<file path="config.mk">
export PLATFORM = sky130hd
export DESIGN_NAME = psps_scan_cell
export DESIGN_NICKNAME = d
export VERILOG_FILES = /design/src/rtl/psps_pkg.sv /design/src/rtl/psps_scan_cell.sv
export SDC_FILE = /design/constraint.sdc
export NUM_CORES = 1
export LEC_CHECK = 0
export ABC_AREA = 1
export CAP_MARGIN = 0
export CORE_UTILIZATION = 50
export DETAILED_ROUTE_END_ITERATION = 8
export DONT_BUFFER_PORTS = 1
export HOLD_SLACK_MARGIN = 0.02
export SLEW_MARGIN = 20
export SYNTH_ARGS = -nofsm -noshare
export SYNTH_HDL_FRONTEND = slang
export SYNTH_SLANG_ARGS = --single-unit
</file>
<file path="constraint.sdc">
create_clock -name clk_i -period 1.4 [get_ports clk_i]
set_input_delay 0.14 -clock clk_i [delete_from_list [all_inputs] [get_ports clk_i]]
set_output_delay 0.14 -clock clk_i [all_outputs]
set_load 0.05 [all_outputs]
</file>
<file path="src/rtl/psps_pkg.sv">
`timescale 1ns / 1ps
// Shared types and constants of the paired-strand peak search block.
// Depends on nothing; the scan cell and the top level refer to it by scoped names.
package psps_pkg;

  // Widths of the item fields and configuration registers.
  localparam int unsigned CntW   = 16;
  localparam int unsigned ChromW = 8;
  localparam int unsigned CoordW = 32;
  localparam int unsigned ShiftW = 7;
  localparam int unsigned BsizeW = 11;
  localparam int unsigned CfgW   = 16;
  localparam int unsigned CfgIdxW = 2;

  // Configuration register indexes.
  typedef enum logic [CfgIdxW-1:0] {
    REG_SHIFT_START = 2'd0,
    REG_SHIFT_END   = 2'd1,
    REG_BIN_SIZE    = 2'd2,
    REG_CUTOFF      = 2'd3
  } reg_idx_e;

  // Rotation step of a scan cell: which neighbour it copies from.
  typedef enum logic [1:0] {
    MV_HOLD  = 2'd0,
    MV_NEXT  = 2'd1,
    MV_PREV  = 2'd2,
    MV_PREV2 = 2'd3
  } move_e;

  // One input beat.
  typedef struct packed {
    logic [CntW-1:0]   plus_count;
    logic [CntW-1:0]   minus_count;
    logic              first_of_chrom;
    logic [ChromW-1:0] chrom_index;
  } in_item_t;

  // One result beat.
  typedef struct packed {
    logic [ChromW-1:0] chrom_tag;
    logic [CoordW-1:0] region_start;
    logic [CoordW-1:0] region_end;
    logic              divergent;
    logic              plus_strand;
    logic [CntW-1:0]   pair_plus_count;
    logic [CntW-1:0]   pair_minus_count;
  } out_item_t;

endpackage

</file>
<file path="src/rtl/psps_scan_cell.sv">
`timescale 1ns / 1ps
// One cell of a rotating scan ring: copies a window bin, then rotates.
// Depends on psps_pkg for the move code.
module psps_scan_cell #(
  parameter int unsigned W = 16
) (
  input  logic            clk_i,
  input  logic            load_i,
  input  logic [W-1:0]    load_val_i,
  input  psps_pkg::move_e move_i,
  input  logic [W-1:0]    nxt_i,
  input  logic [W-1:0]    prv_i,
  input  logic [W-1:0]    prv2_i,
  output logic [W-1:0]    val_o
);
  logic [W-1:0] val_d, val_q;

  // Load a snapshot of the window, or copy from a neighbour to rotate the ring.
  always_comb begin
    val_d = val_q;
    if (load_i) begin
      val_d = load_val_i;
    end else begin
      unique case (move_i)
        psps_pkg::MV_HOLD:  val_d = val_q;
        psps_pkg::MV_NEXT:  val_d = nxt_i;
        psps_pkg::MV_PREV:  val_d = prv_i;
        psps_pkg::MV_PREV2: val_d = prv2_i;
        default:            val_d = val_q;
      endcase
    end
  end

  always_ff @(posedge clk_i) begin
    val_q <= val_d;
  end

  assign val_o = val_q;
endmodule

</file>
### Word-level counts from Yosys, hierarchy flattened

Cells that the tools add are included.

* register bits: 16
* input bits: 68
* logic and storage cells: 8

* eq/ne operators: 4
* mux-type cells: 2
* reductions and logical operators: 1

Operator list (number)
* $pmux W16 S3: 1
* $mux W16: 1
* $eq A2 B2 Y1 const B: 2
* $eq A2 B1 Y1 const B: 1
* $logic_not A2 Y1: 1
* $ne A2 B2 Y1 const B: 1

### Logic depth before layout (Yosys ltp)

* depth in word-level cells: 3
* gate-level depth with buffers: 7
* mapped depth without buffers: 5

### Least setup slack after synthesis

No wires, ideal clock.

* path type: input to register
* from: input port move_i[1]
* to: register val_q[0] (netlist: val_o[0]), enable pin
* setup time: 416 ps
* data arrival time: 847 ps
* required time: 984 ps
* path slack: 137 ps
* stages: 4
* path buffers: 2
* cells stage by stage: buf_6 > inv_4 > buf_6 > nand3_1

* longest elaborated chain between the ends: 2

RTL lines
* start: declaration: line psps_scan_cell.sv:10 `input psps_pkg::move_e move_i,`
* $logic_not A2 Y1: line psps_scan_cell.sv:24 `unique case (move_i)`
* $ne A2 B2 Y1 (no source line)
* end signal: assignment: line psps_scan_cell.sv:35 `val_q <= val_d;`
* end: declaration: line psps_scan_cell.sv:16 `logic [W-1:0] val_d, val_q;`

Every way passes these cells.
A chain may end at the register's enable or synchronous reset.

### Worst setup path after layout

* from: register val_q[14] (netlist: val_o[14])
* to: output port val_o[14]

RTL lines
* end: declaration: line psps_scan_cell.sv:14 `output logic [W-1:0] val_o`

No word-level cell between the ends.

==> impl_metrics.csv <==
group,metric,value,unit
status,run_status,"finished, final reports clean",
sta,finalWorstPathRequiredPeriod,1.085,ns
power_and_ir_drop,max-vdd-ir-drop,588.3,uV
clocking,level_count_of_the_clock_h_tree,1,
floorplanning,floorplan.die.width,49.54,um
sta,finalHoldWorstSlack,0.07424,ns
drt,detail_route.iter0.violations,33,
drt,drt-total-wl,2526,um
sta,maxSlewHeadroom,67.56,%
drt,wire_per_inst,14.03,um
run,max_cap_violations,0,
sta,rsz_0062_raised_after_global_routing,"no",
floorplanning,die_h,49.54,um
synth,synth_seq_cells,16,
critical_path,path_max_fanout,1,
critical_path,logic_depth_of_the_worst_setup_path_including_buffers,0,
floorplanning,floorplan.die_area,2454,um2
synth,synth_seq_area_share,42.52,%
floorplanning,io_pins,84,
cells_and_area,synthToLayoutAreaGrowth,-1.883,%
sta,setup-tns-final,0,ns
drt,drc,0,
sta,timing.final.crit_share,77.49,%
cells_and_area,final_net_count,223,
floorplanning,floorplan.initialDensity,55.33,%
floorplanning,fp.coreArea,2042,um2
min_path,min-delay-path-class,"primary input to register",
drt,via_count,975,
clocking,tritoncts.num_buffers,3,
clocking,post-cts-setup-buffer-count,0,
sta,clock.fmax,921.7,MHz
critical_path,worstSetupPathType,"register to output port",
sta,setup_viol,0,
critical_path,setup.worst_path.end_class,"output port",
clocking,hold_buffers,0,
cells_and_area,largest_reg_flops,16,
global_routing,aggregate_global_routing_overflow,0,
clocking,cts_tree,"yes",
power_and_ir_drop,pwr_density_cell,1093,nW/um2
drt,antenna_left,0,
floorplanning,rows,16,
synth,yosysWarningCount,0,
clocking,cts_root_buffer,"clkbuf_4",
critical_path,cp_data_required_time,1.26,ns
clocking,clk_pin_slew,0.09,ns
min_path,min_delay_path_depth,2,
global_routing,pin_count_of_the_biggest_net_entering_global_routing,34,
critical_path,worstPathArrival,0.94,ns
cells_and_area,antennaDiodeCount,0,
power_and_ir_drop,total_leakage_power,0.5106,nW
drt,viasPerCell,5.417,
sta,final-hold-violation-count,0,
synth,synth_area_per_cell,7.106,um2
synth,postSynthCellCount,159,
synth,synth_nets,227,
synth,synthDistinctLibCells,9,
sta,timing_max_transition_violations_final,0,
clocking,cts_repair_resize_count,0,
global_routing,number_of_global_route_vias_before_repair,832,
placed_design,gp_routability_congestion,0.7167,
global_routing,track_usage,21.39,%
global_routing,grt_pass1_wl,3898,um
placed_design,numPortBuffers,0,
global_routing,initial_antenna_violation_count,0,
placed_design,dp_hpwl,1982,um
sta,tightestPinTransition,0.4876,ns
synth,netlist_area,1130,um2
clocking,cts-root-to-sink-buffers,2,
critical_path,worstSetupStartpointType,"register",
drt,drtPass1Iterations,4,
cells_and_area,final_layout_size_suffix_gt1_share,4.575,%
clocking,clock-sinks,16,
## cells in the mapped netlist, drive strengths merged
cell type  count  share of area (%)
buf           11                9.3
nand2         48                 16
nand3         33                 15
nor2          48                 16
edfxtp        16                 43
inv            3                1.7
## report_power, final
group | total [W] | switching (W) | leakage (nW) | internal [W]
sequential | 0.000822 | 0.000222 | 0.165 | 0.000599
combinational | 0.000155 | 0.0000946 | 0.332 | 0.0000608
clock | 0.000234 | 0.000134 | 0.0138 | 0.0000999
## cell type report
| type | instances | area [um2] |
|---|---|---|
| Fill cell | 223 | 933.4 |
| Multi-Input combinational cell | 129 | 525.5 |
| Sequential cell | 16 | 480.5 |
| Tap cell | 27 | 33.78 |
| Timing Repair Buffer | 2 | 27.53 |
| Clock buffer | 3 | 22.52 |
| Inverter | 3 | 18.77 |
## worst paths after layout
check	startpoint	end	slack, ns
max	val_o[14]$_DFFE_PP_	val_o[14]	0.32
min	load_val_i[11]	val_o[11]$_DFFE_PP_	0.07
## cells in the final DEF (no fill, tap or decap)
cell,netlist,routed
nand3_1,33,33
inv_6,1,1
edfxtp_1,16,16
nand2_1,48,48
buf_4,0,1
buf_12,0,1
inv_1,1,1
nor2_1,48,48
clkbuf_4,0,3
inv_4,1,1
## through the flow
step	setup slack, ns	cell area, um2	util, %	total power [W]	std cells
6_report	0.3151	1109	54.29	0.001211	180
4_1_cts	0.3226	1109	54.29	0.001212	180
3_3_place_gp	0.3782	1086	53.19	0.0009818	177
5_1_grt	0.2967	1109	54.29	0.001257	180
2_1_floorplan	0.1373	1130	-	0.0009891	159
3_5_place_dp	0.3374	1086	53.19	0.0009894	177
## metal layers
| layer | GRT usage (%) | part of all wire [%] |
|---|---|---|
| met1 | 30.06 | 44 |
| met3 | 4.321 | 8.0 |
| met4 | 12.38 | 2.9 |
| met2 | 30.18 | 45 |
| met5 | 0 | 0 |
## logic make-up (layout without fill, tap and decap cells)
logic type / after synthesis / after routing / synth area share [%]
and+or+nand+nor: 129 / 129 / 46.51
DFF: 16 / 16 / 42.52
buffers and inverters: 14 / 8 / 10.96
Note: power is estimated with default switching activity, not from simulation.
