`src/rtl/psps_win_cell.sv`:
```
`timescale 1ns / 1ps
// One bin of the sliding window: holds a plus/minus count pair.
// Uses no package items; instantiated in a row by the top level.
module psps_win_cell #(
  parameter int unsigned W = 32
) (
  input  logic         clk_i,
  input  logic         rst_ni,
  input  logic         shift_i,
  input  logic         clear_i,
  input  logic [W-1:0] in_i,
  output logic [W-1:0] val_o
);
  logic [W-1:0] val_d, val_q;

  // Take the neighbour's bin on a new beat, or zero on a chromosome restart.
  always_comb begin
    val_d = val_q;
    if (shift_i) begin
      val_d = clear_i ? '0 : in_i;
    end
  end

  always_ff @(posedge clk_i or negedge rst_ni) begin
    if (!rst_ni) begin
      val_q <= '0;
    end else begin
      val_q <= val_d;
    end
  end

  assign val_o = val_q;
endmodule

```
`config.mk`:
```
export PLATFORM = sky130hd
export DESIGN_NAME = psps_win_cell
export DESIGN_NICKNAME = d
export VERILOG_FILES = /design/src/rtl/psps_win_cell.sv
export SDC_FILE = /design/constraint.sdc
export NUM_CORES = 1
export LEC_CHECK = 0
export ABC_AREA = 1
export BUFFER_PORTS_ARGS = -buffer_cell sky130_fd_sc_hd__buf_4
export CAP_MARGIN = 20
export CORE_ASPECT_RATIO = 1.4
export CORE_UTILIZATION = 25
export CTS_CLUSTER_DIAMETER = 50
export DETAILED_ROUTE_END_ITERATION = 8
export GPL_ROUTABILITY_DRIVEN = 0
export PLACE_DENSITY_LB_ADDON = 0.2
export RECOVER_POWER = 100
export SYNTH_ARGS = -nofsm -noshare
export SYNTH_HDL_FRONTEND = slang
export SYNTH_SLANG_ARGS = --single-unit
```
`constraint.sdc`:
```
create_clock -name clk_i -period 0.8 [get_ports clk_i]
set_input_delay 0.24 -clock clk_i [delete_from_list [all_inputs] [get_ports clk_i]]
set_output_delay 0.24 -clock clk_i [all_outputs]
set_load 0.02 [all_outputs]
```
# After elaboration in Yosys (flattened, before gate mapping)
# Index checks and enable logic that the tools add are counted.
[classes]
n_addsub = 0
multipliers = 0
n_div = 0
n_lt_le_gt_ge = 0
eq_ne = 0
n_shift = 0
mux = 1
bitwise = 0
n_reduce_logical = 0
[op_table]
columns = ["cell", "n"]
rows = [
  ["$mux 32", 1],
]
[word_totals]
ff_bits = 32
latchBits = 0
ramBits = 0
rom_bits = 0
in_bits = 36
output_inout_bits = 32
wordCells = 2
memories = 0

# Depth between registers and ports, before layout
# Gate-level depths: netlist of the first run.
[depth]
depth_word = 1
ltp_mapped = 5
depth_no_buf = 3

# Worst setup path after synthesis of the first run
# No wires, ideal clock.
[synth_path]
kind = "input-to-reg"
start = "input port shift_i"
end = "register val_q[0] (netlist: val_o[0])"
setup_time_ns = 0.117
t_arrival_ns = 0.619
required_time_ns = 0.683
setup_slack_ns = 0.064
path_stages = 5
cell_sequence = "buf_6 inv_8 buf_12 nand2_2 nand2_1"
[synth_lines]
columns = ["item", "line_no", "source"]
rows = [
  ["from (decl)", "9", "input logic shift_i,"],
  ["to (signal assigned)", "28", "val_q <= val_d;"],
  ["to (decl)", "14", "logic [W-1:0] val_d, val_q;"],
]

# Final worst setup path of the first run
[layout_path]
start = "register val_q[30] (netlist: val_o[30])"
end = "output port val_o[30]"
[layout_lines]
columns = ["item", "line_no", "source"]
rows = [
  ["to (decl)", "12", "output logic [W-1:0] val_o"],
]
# No word-level cell between the ends.

==> run_results.csv, run 1 <==
group,metric,value,unit
finish,layout.nets,266,
clocking,cts_buffers,5,
global_route,grt_pass1_wl,5980,um
power_and_ir_drop,power_frac_clock,30.9,%
floorplanning,start_util,26.2,%
floorplanning,die_x,64.4,um
clocking,root_buffer,"clkbuf_8",
synth,yosysSeqAreaShare,58.8,%
setup_path,regToRegSetupSlack,-0.04,ns
power_and_ir_drop,switching_power,1120,uW
detailed_routing,vias,1255,
setup_path,setup.worst_path.end_class,"primary output",
finish,layout-drive-gt1-share,48.9,%
timing,hold_ws,0.183,ns
setup_path,critical_path_buf_inv_count,1,
synth,syn_area,1360,sq um
timing,fin_crit,1.06,ns
setup_path,critical-path-max-stage-delay,0.40,ns
detailed_routing,ant_nets,0,
floorplanning,rows,31,
detailed_routing,drc,0,
synth,syn_nets,176,
global_route,track_usage,14.0,%
synth,yosysMostFrequentCell,"nand2_1",
power_and_ir_drop,p_int,2990,uW
finish,insertedDiodeCount,0,
power_and_ir_drop,leakagePower,0.00125,uW
detailed_routing,wl,3700,um
setup_path,worstSetupPathType,"flip-flop to primary output",
global_route,antenna_found_initial,0,
setup_path,critPathMaxFanout,2,
detailed_routing,drt_iter0_drc,69,
setup_path,path_delay_family,"flip-flops",
floorplanning,ios,68,
finish,final_util,44.2,%
power_and_ir_drop,sw_frac_of_total,27.2,%
timing,max_freq,0.943,GHz
timing,worst_slack,-0.261,ns
timing,maxSlewViolCount,0,
floorplanning,fp.dieH,89.4,um
setup_path,slowest_stage,"dfrtp_1",
clocking,clock_latency,0.27,ns
timing,hold_viol_final,0,
synth,syn_inst,140,
clocking,clock_sinks,32,
synth,synth_top_area_share,58.8,%
setup_path,worstPathArrival,0.82,ns
synth,avgSynthCellArea,9.73,sq um
status,violations,"setup timing",
timing,final.period_utilization,133,%
power_and_ir_drop,comb_power_share,24.3,%
setup_path,cp_cell_sequence,"buf_6",
synth,ys_warn_count,0,
global_route,grt_start_max_net_pins,33,
detailed_routing,routedWlPerCell,12.4,um
synth,synth_ff_type,"dfrtp_1",
worst_hold_path,hold_class,"input port to flip-flop",
synth,async_flop_share,100,%
timing,tightest_slew,0.297,ns
setup_path,crit_required,0.56,ns
floorplanning,fp.coreArea,5200,sq um
synth,ys_seq_elements,32,
clocking,cts_buffer_depth,2,
flow_run,cap_violations,0,
placed_design,dp_hpwl,2320,um
synth,yosys.area.top_type,"dfrtp_1",
global_route,grt_pass1_vias,1271,
detailed_routing,via_per_inst,4.23,
synth,ys_top_cells_by_area,"dfrtp_1 (59%), nand2_1 (14%), nand3_1 (12%)",
power_and_ir_drop,power_density,1790,nW/um^2
timing,finalSetupViolCount,37,
timing,relSlewSlack,80.2,%
floorplanning,die_area,5750,sq um
timing,skew,0,ns
detailed_routing,firstDrtPassIters,4,
setup_path,cp-start-kind,"flip-flop",
finish,synthToLayoutAreaGrowth,68.4,%
synth,synthDistinctLibCells,10,
status,status,"finished, violations left",
power_and_ir_drop,vdd_drop_max,0.894,mV
global_route,grt-ovfl-total,0,
clocking,cts_tree,"done",
clocking,clkTransAtPathRegs,0.07,ns
finish,largest_register_ffs,32,
timing,rsz0062_at_grt,"true",
power_and_ir_drop,seqPwrFrac,44.8,%
clocking,htreeDepth,2,
placed_design,numPortBuffers,67,
synth,ys_top_cells_by_count,"nand2_1 (51), dfrtp_1 (32), nand3_1 (32), nand2_2 (13), buf_6 (5)",
synth,synth-edff-count,0,
==> routing by layer <==
metal | GRT usage, % | share of wire (%) | vias up | routed length (um)
li1 | - | - | 621 | -
met1 | 16.0 | 40 | 582 | 1460
met2 | 24.7 | 53 | 47 | 1940
met3 | 3.83 | 6.1 | 5 | 227
met4 | 6.06 | 1.6 | 0 | 59
met5 | 0 | 0 | - | 0
==> layout make-up <==
class                           count  area, sq um
Timing Repair Buffer               93          866
Tap cell                           66         82.6
Clock buffer                        8         90.1
Sequential cell                    32          801
Inverter                            2         15.0
Multi-Input combinational cell     96          440
Fill cell                         531         2900
==> power groups by stage <==
| stage | clock network, uW | registers, uW | logic [uW] |
|---|---|---|---|
| detailed placement | 0 | 1850 | 831 |
| CTS | 1320 | 1840 | 996 |
| global placement | 0 | 1850 | 826 |
| floorplan | 0 | 2000 | 233 |
| global route | 1410 | 1850 | 1080 |
| finish | 1270 | 1840 | 996 |
==> layout by cell type, fill, tap and decap left out <==
cell type      count
buf_6             36
nand3_1           32
clkbuf_1           4
inv_1              1
clkbuf_4           9
dfrtp_1           32
clkbuf_8           6
nand2_1           48
buf_12             3
dlygate4sd3_1      1
nand2_2           16
inv_8              1
buf_4             42
==> logic make-up after synthesis <==
logic type	synth area share (%)
and+or+nand+nor	31.8
DFF	58.8
buffers and inverters	9.46
==> what timing repair did <==
| item | 4_1_cts | 5_1_grt |
|---|---|---|
| buffers inserted | 12 | 7 |
| pin swaps | 4 | 8 |
| hold endpoints to repair | 32 | 0 |
| hold buffers | 1 | 0 |
| gates resized for setup | 36 | 11 |
| endpoints found under the setup margin | 32 | 68 |
==> metrics by stage <==
step                      setup slack [ns]  cell area (sq um)  std cells  TNS [ns]  power, uW
after floorplan                     0.0638               1360        140         0       2240
after global placement             -0.0328               1950        273    -0.784       2680
after detailed placement           -0.0509               1950        273     -1.28       2680
after CTS                           -0.276               2270        294     -8.36       4160
after global routing                -0.303               2290        297     -9.30       4340
final                               -0.261               2290        297     -7.97       4100
==> worst paths after layout <==
path / start / endpoint / depth (start not counted)
setup / recovery: val_o[30]$_DFFE_PN0P_ / val_o[30] / 1
hold / removal: in_i[30] / val_o[30]$_DFFE_PN0P_ / 3
setup reg to reg: val_o[29]$_DFFE_PN0P_ / val_o[29]$_DFFE_PN0P_ / 4
hold reg to reg: val_o[21]$_DFFE_PN0P_ / val_o[21]$_DFFE_PN0P_ / 2
max in group asynchronous: rst_ni / val_o[11]$_DFFE_PN0P_ / 2
min in group asynchronous: rst_ni / val_o[24]$_DFFE_PN0P_ / 2
(Power assumes the default switching activity.)
==> run 2: changes to the inputs <==
--- a/config.mk
+++ b/config.mk
@@ -5,10 +5,10 @@
 export SDC_FILE = /design/constraint.sdc
 export NUM_CORES = 1
 export LEC_CHECK = 0
-export ABC_AREA = 1
+export ABC_AREA = 0
 export BUFFER_PORTS_ARGS = -buffer_cell sky130_fd_sc_hd__buf_4
 export CAP_MARGIN = 20
-export CORE_ASPECT_RATIO = 1.4
+export CORE_ASPECT_RATIO = 1.75
 export CORE_UTILIZATION = 25
 export CTS_CLUSTER_DIAMETER = 50
 export DETAILED_ROUTE_END_ITERATION = 8
==> run_results.csv, run 2 <==
group,metric,value,unit
status,status,"finished, violations left",
status,violations,"setup timing",
synth,synth_top_area_share,56.9,%
timing,fin_crit,1.06,ns
timing,worst_slack,-0.260,ns
synth,ys_top_cells_by_count,"dfrtp_1 (32), inv_1 (32), nand3b_1 (32), o21ai_1 (32), buf_6 (5)",
global_route,track_usage,12.5,%
clocking,clock_latency,0.28,ns
global_route,met2_usage,20.6,%
detailed_routing,routedWlPerCell,11.5,um
global_route,grt-ovfl-total,0,
setup_path,crit_required,0.56,ns
power_and_ir_drop,leakagePower,0.00111,uW
synth,synth_top_family_by_area,"simple AND/OR/NAND/NOR gates",
finish,finalInstanceArea,2300,sq um
floorplanning,start_util,26.3,%
synth,syn_inst,138,
synth,yosys.area_share.simple,17.1,%
finish,insertedDiodeCount,0,
synth,async_flop_share,100,%
synth,synthXorXnorAreaFrac,0,%
setup_path,path_delay_family,"flip-flops",
synth,synth_adder_area_share,0,%
setup_path,worstPathArrival,0.82,ns
synth,synth_ff_type,"dfrtp_1",
power_and_ir_drop,switching_power,1100,uW
synth,ys_seq_elements,32,
finish,final_common_cell,"buf_4",
setup_path,critPathMaxFanout,2,
placed_design,dp_cells,273,
power_and_ir_drop,comb_power_share,23.1,%
floorplanning,rows,35,
timing,max_freq,0.944,GHz
detailed_routing,via_per_inst,4.06,
floorplanning,fp.coreArea,5340,sq um
synth,yosys.area.top_type,"dfrtp_1",
clocking,cts_buffer_depth,2,
setup_path,cp_cell_sequence,"buf_6",
flow_run,cap_violations,0,
global_route,grt_pass1_wl,5570,um
floorplanning,ios,68,
synth,synth-edff-count,0,
power_and_ir_drop,finalPower,4050,uW
power_and_ir_drop,p_int,2950,uW
clocking,cts_tree,"done",
power_and_ir_drop,vdd_drop_max,0.911,mV
finish,largest_register_ffs,32,
setup_path,cp-start-kind,"flip-flop",
synth,ys_top_cells_by_area,"dfrtp_1 (57%), nand3b_1 (17%), o21ai_1 (11%)",
placed_design,place_area,1980,sq um
finish,layout.nets,255,
detailed_routing,drc,0,
global_route,gr-usage-met3,3.58,%
synth,synthMuxAreaShare,0,%
placed_design,dp_hpwl,2320,um
detailed_routing,firstDrtPassIters,4,
power_and_ir_drop,seqPwrFrac,45.4,%
detailed_routing,vias,1194,
synth,avgSynthCellArea,10.2,sq um
detailed_routing,drt_iter0_drc,31,
global_route,grt_start_max_net_pins,33,
finish,synthToLayoutAreaGrowth,63.6,%
timing,final.period_utilization,132,%
timing,maxSlewViolCount,0,
synth,syn_area,1410,sq um
power_and_ir_drop,power_density,1760,nW/um^2
setup_path,critical_path_buf_inv_count,1,
timing,skew,0,ns
synth,yosysSeqAreaShare,56.9,%
global_route,grt.met1_usage,14.5,%
detailed_routing,ant_nets,0,
synth,synth_compound_area_share,11.4,%
global_route,grt_pass1_vias,1208,
clocking,clkTransAtPathRegs,0.07,ns
finish,layout-drive-gt1-share,42.3,%
timing,hold_viol_final,0,
clocking,clock_sinks,32,
global_route,top_usage_layer,"met2",
finish,final_cells,294,
timing,tightest_slew,0.379,ns
synth,synthDistinctLibCells,7,
synth,ys_warn_count,0,
finish,mostFrequentLayoutCells,"buf_4 (38), buf_6 (33), nand3b_1 (32), dfrtp_1 (32), inv_1 (31)",
floorplanning,die_x,58.7,um
clocking,htreeDepth,2,
setup_path,setup.worst_path.end_class,"primary output",
timing,rsz0062_at_grt,"true",
timing,relSlewSlack,74.7,%
clocking,cts_buffers,5,
global_route,antenna_found_initial,0,
setup_path,critical-path-max-stage-delay,0.40,ns
placed_design,numPortBuffers,67,
power_and_ir_drop,sw_frac_of_total,27.2,%
worst_hold_path,hold_class,"input port to flip-flop",
timing,finalSetupViolCount,55,
synth,syn_nets,174,
setup_path,worstSetupPathType,"flip-flop to primary output",
power_and_ir_drop,power_frac_clock,31.6,%
setup_path,slowest_stage,"dfrtp_1",
clocking,root_buffer,"clkbuf_8",
floorplanning,fp.dieH,101,um
detailed_routing,wl,3380,um
floorplanning,die_area,5950,sq um
==> run 2: repair_timing <==
| action | CTS | global route |
|---|---|---|
| hold buffers | 1 | 0 |
| resized for setup | 32 | 3 |
| setup endpoints to repair | 32 | 32 |
| setup buffers | 3 | 9 |
| endpoints found under the hold margin | 11 | 0 |
| cloned | 0 | 0 |
==> run 2: kinds of logic (layout without fill, tap and decap cells) <==
| logic type | after synthesis | after routing |
|---|---|---|
| compound gates | 32 | 32 |
| buf+inv | 42 | 124 |
| flops | 32 | 32 |
| simple gates | 32 | 32 |
==> run 2: layer usage <==
metal / vias up / part of all wire (%) / routed length, um
li1: 597 / - / -
met1: 554 / 41 / 1390
met2: 39 / 52 / 1750
met3: 4 / 5.7 / 192
met4: 0 / 1.4 / 48
met5: - / 0 / 0
==> run 2: cell type report <==
| class | instances | area (sq um) |
|---|---|---|
| multi-input combinational | 64 | 404 |
| fill | 545 | 3040 |
| tap | 74 | 92.6 |
| clock inverter | 2 | 10.0 |
| sequential | 32 | 801 |
| inverter | 32 | 120 |
| clock buffer | 6 | 82.6 |
| timing repair buffer | 84 | 792 |
==> run 2: power by group through the flow <==
stage | Clock (uW) | Combinational [uW] | Sequential, uW
floorplan | 0 | 229 | 2000
detailed placement | 0 | 812 | 1850
finish | 1280 | 934 | 1840
global placement | 0 | 805 | 1850
global route | 1420 | 1020 | 1850
CTS | 1340 | 912 | 1840
==> run 2: path summary, 6_finish.rpt <==
path                            slack, ns                   from  depth (start not counted)                    end
worst min-delay path                 0.19               in_i[16]                          3  val_o[16]$_DFFE_PN0P_
worst min register to register       0.54  val_o[16]$_DFFE_PN0P_                          2  val_o[16]$_DFFE_PN0P_
worst max-delay path                -0.26  val_o[28]$_DFFE_PN0P_                          1              val_o[28]
worst max register to register      -0.04  val_o[25]$_DFFE_PN0P_                          4  val_o[25]$_DFFE_PN0P_
max in group asynchronous           -0.04                 rst_ni                          3   val_o[4]$_DFFE_PN0P_
min in group asynchronous            0.42                 rst_ni                          2  val_o[24]$_DFFE_PN0P_
==> run 2: through the flow <==
step / hold slack, ns / util [%] / setup WS [ns] / setup TNS, ns
3_3_place_gp: 0.109 / 37.1 / -0.0336 / -0.899
4_1_cts: 0.188 / 41.7 / -0.283 / -8.35
3_5_place_dp: 0.109 / 37.1 / -0.0447 / -1.10
5_1_grt: 0.188 / 43.1 / -0.296 / -11.31
2_1_floorplan: -0.0556 / - / 0.0745 / 0
6_report: 0.193 / 43.1 / -0.260 / -8.53
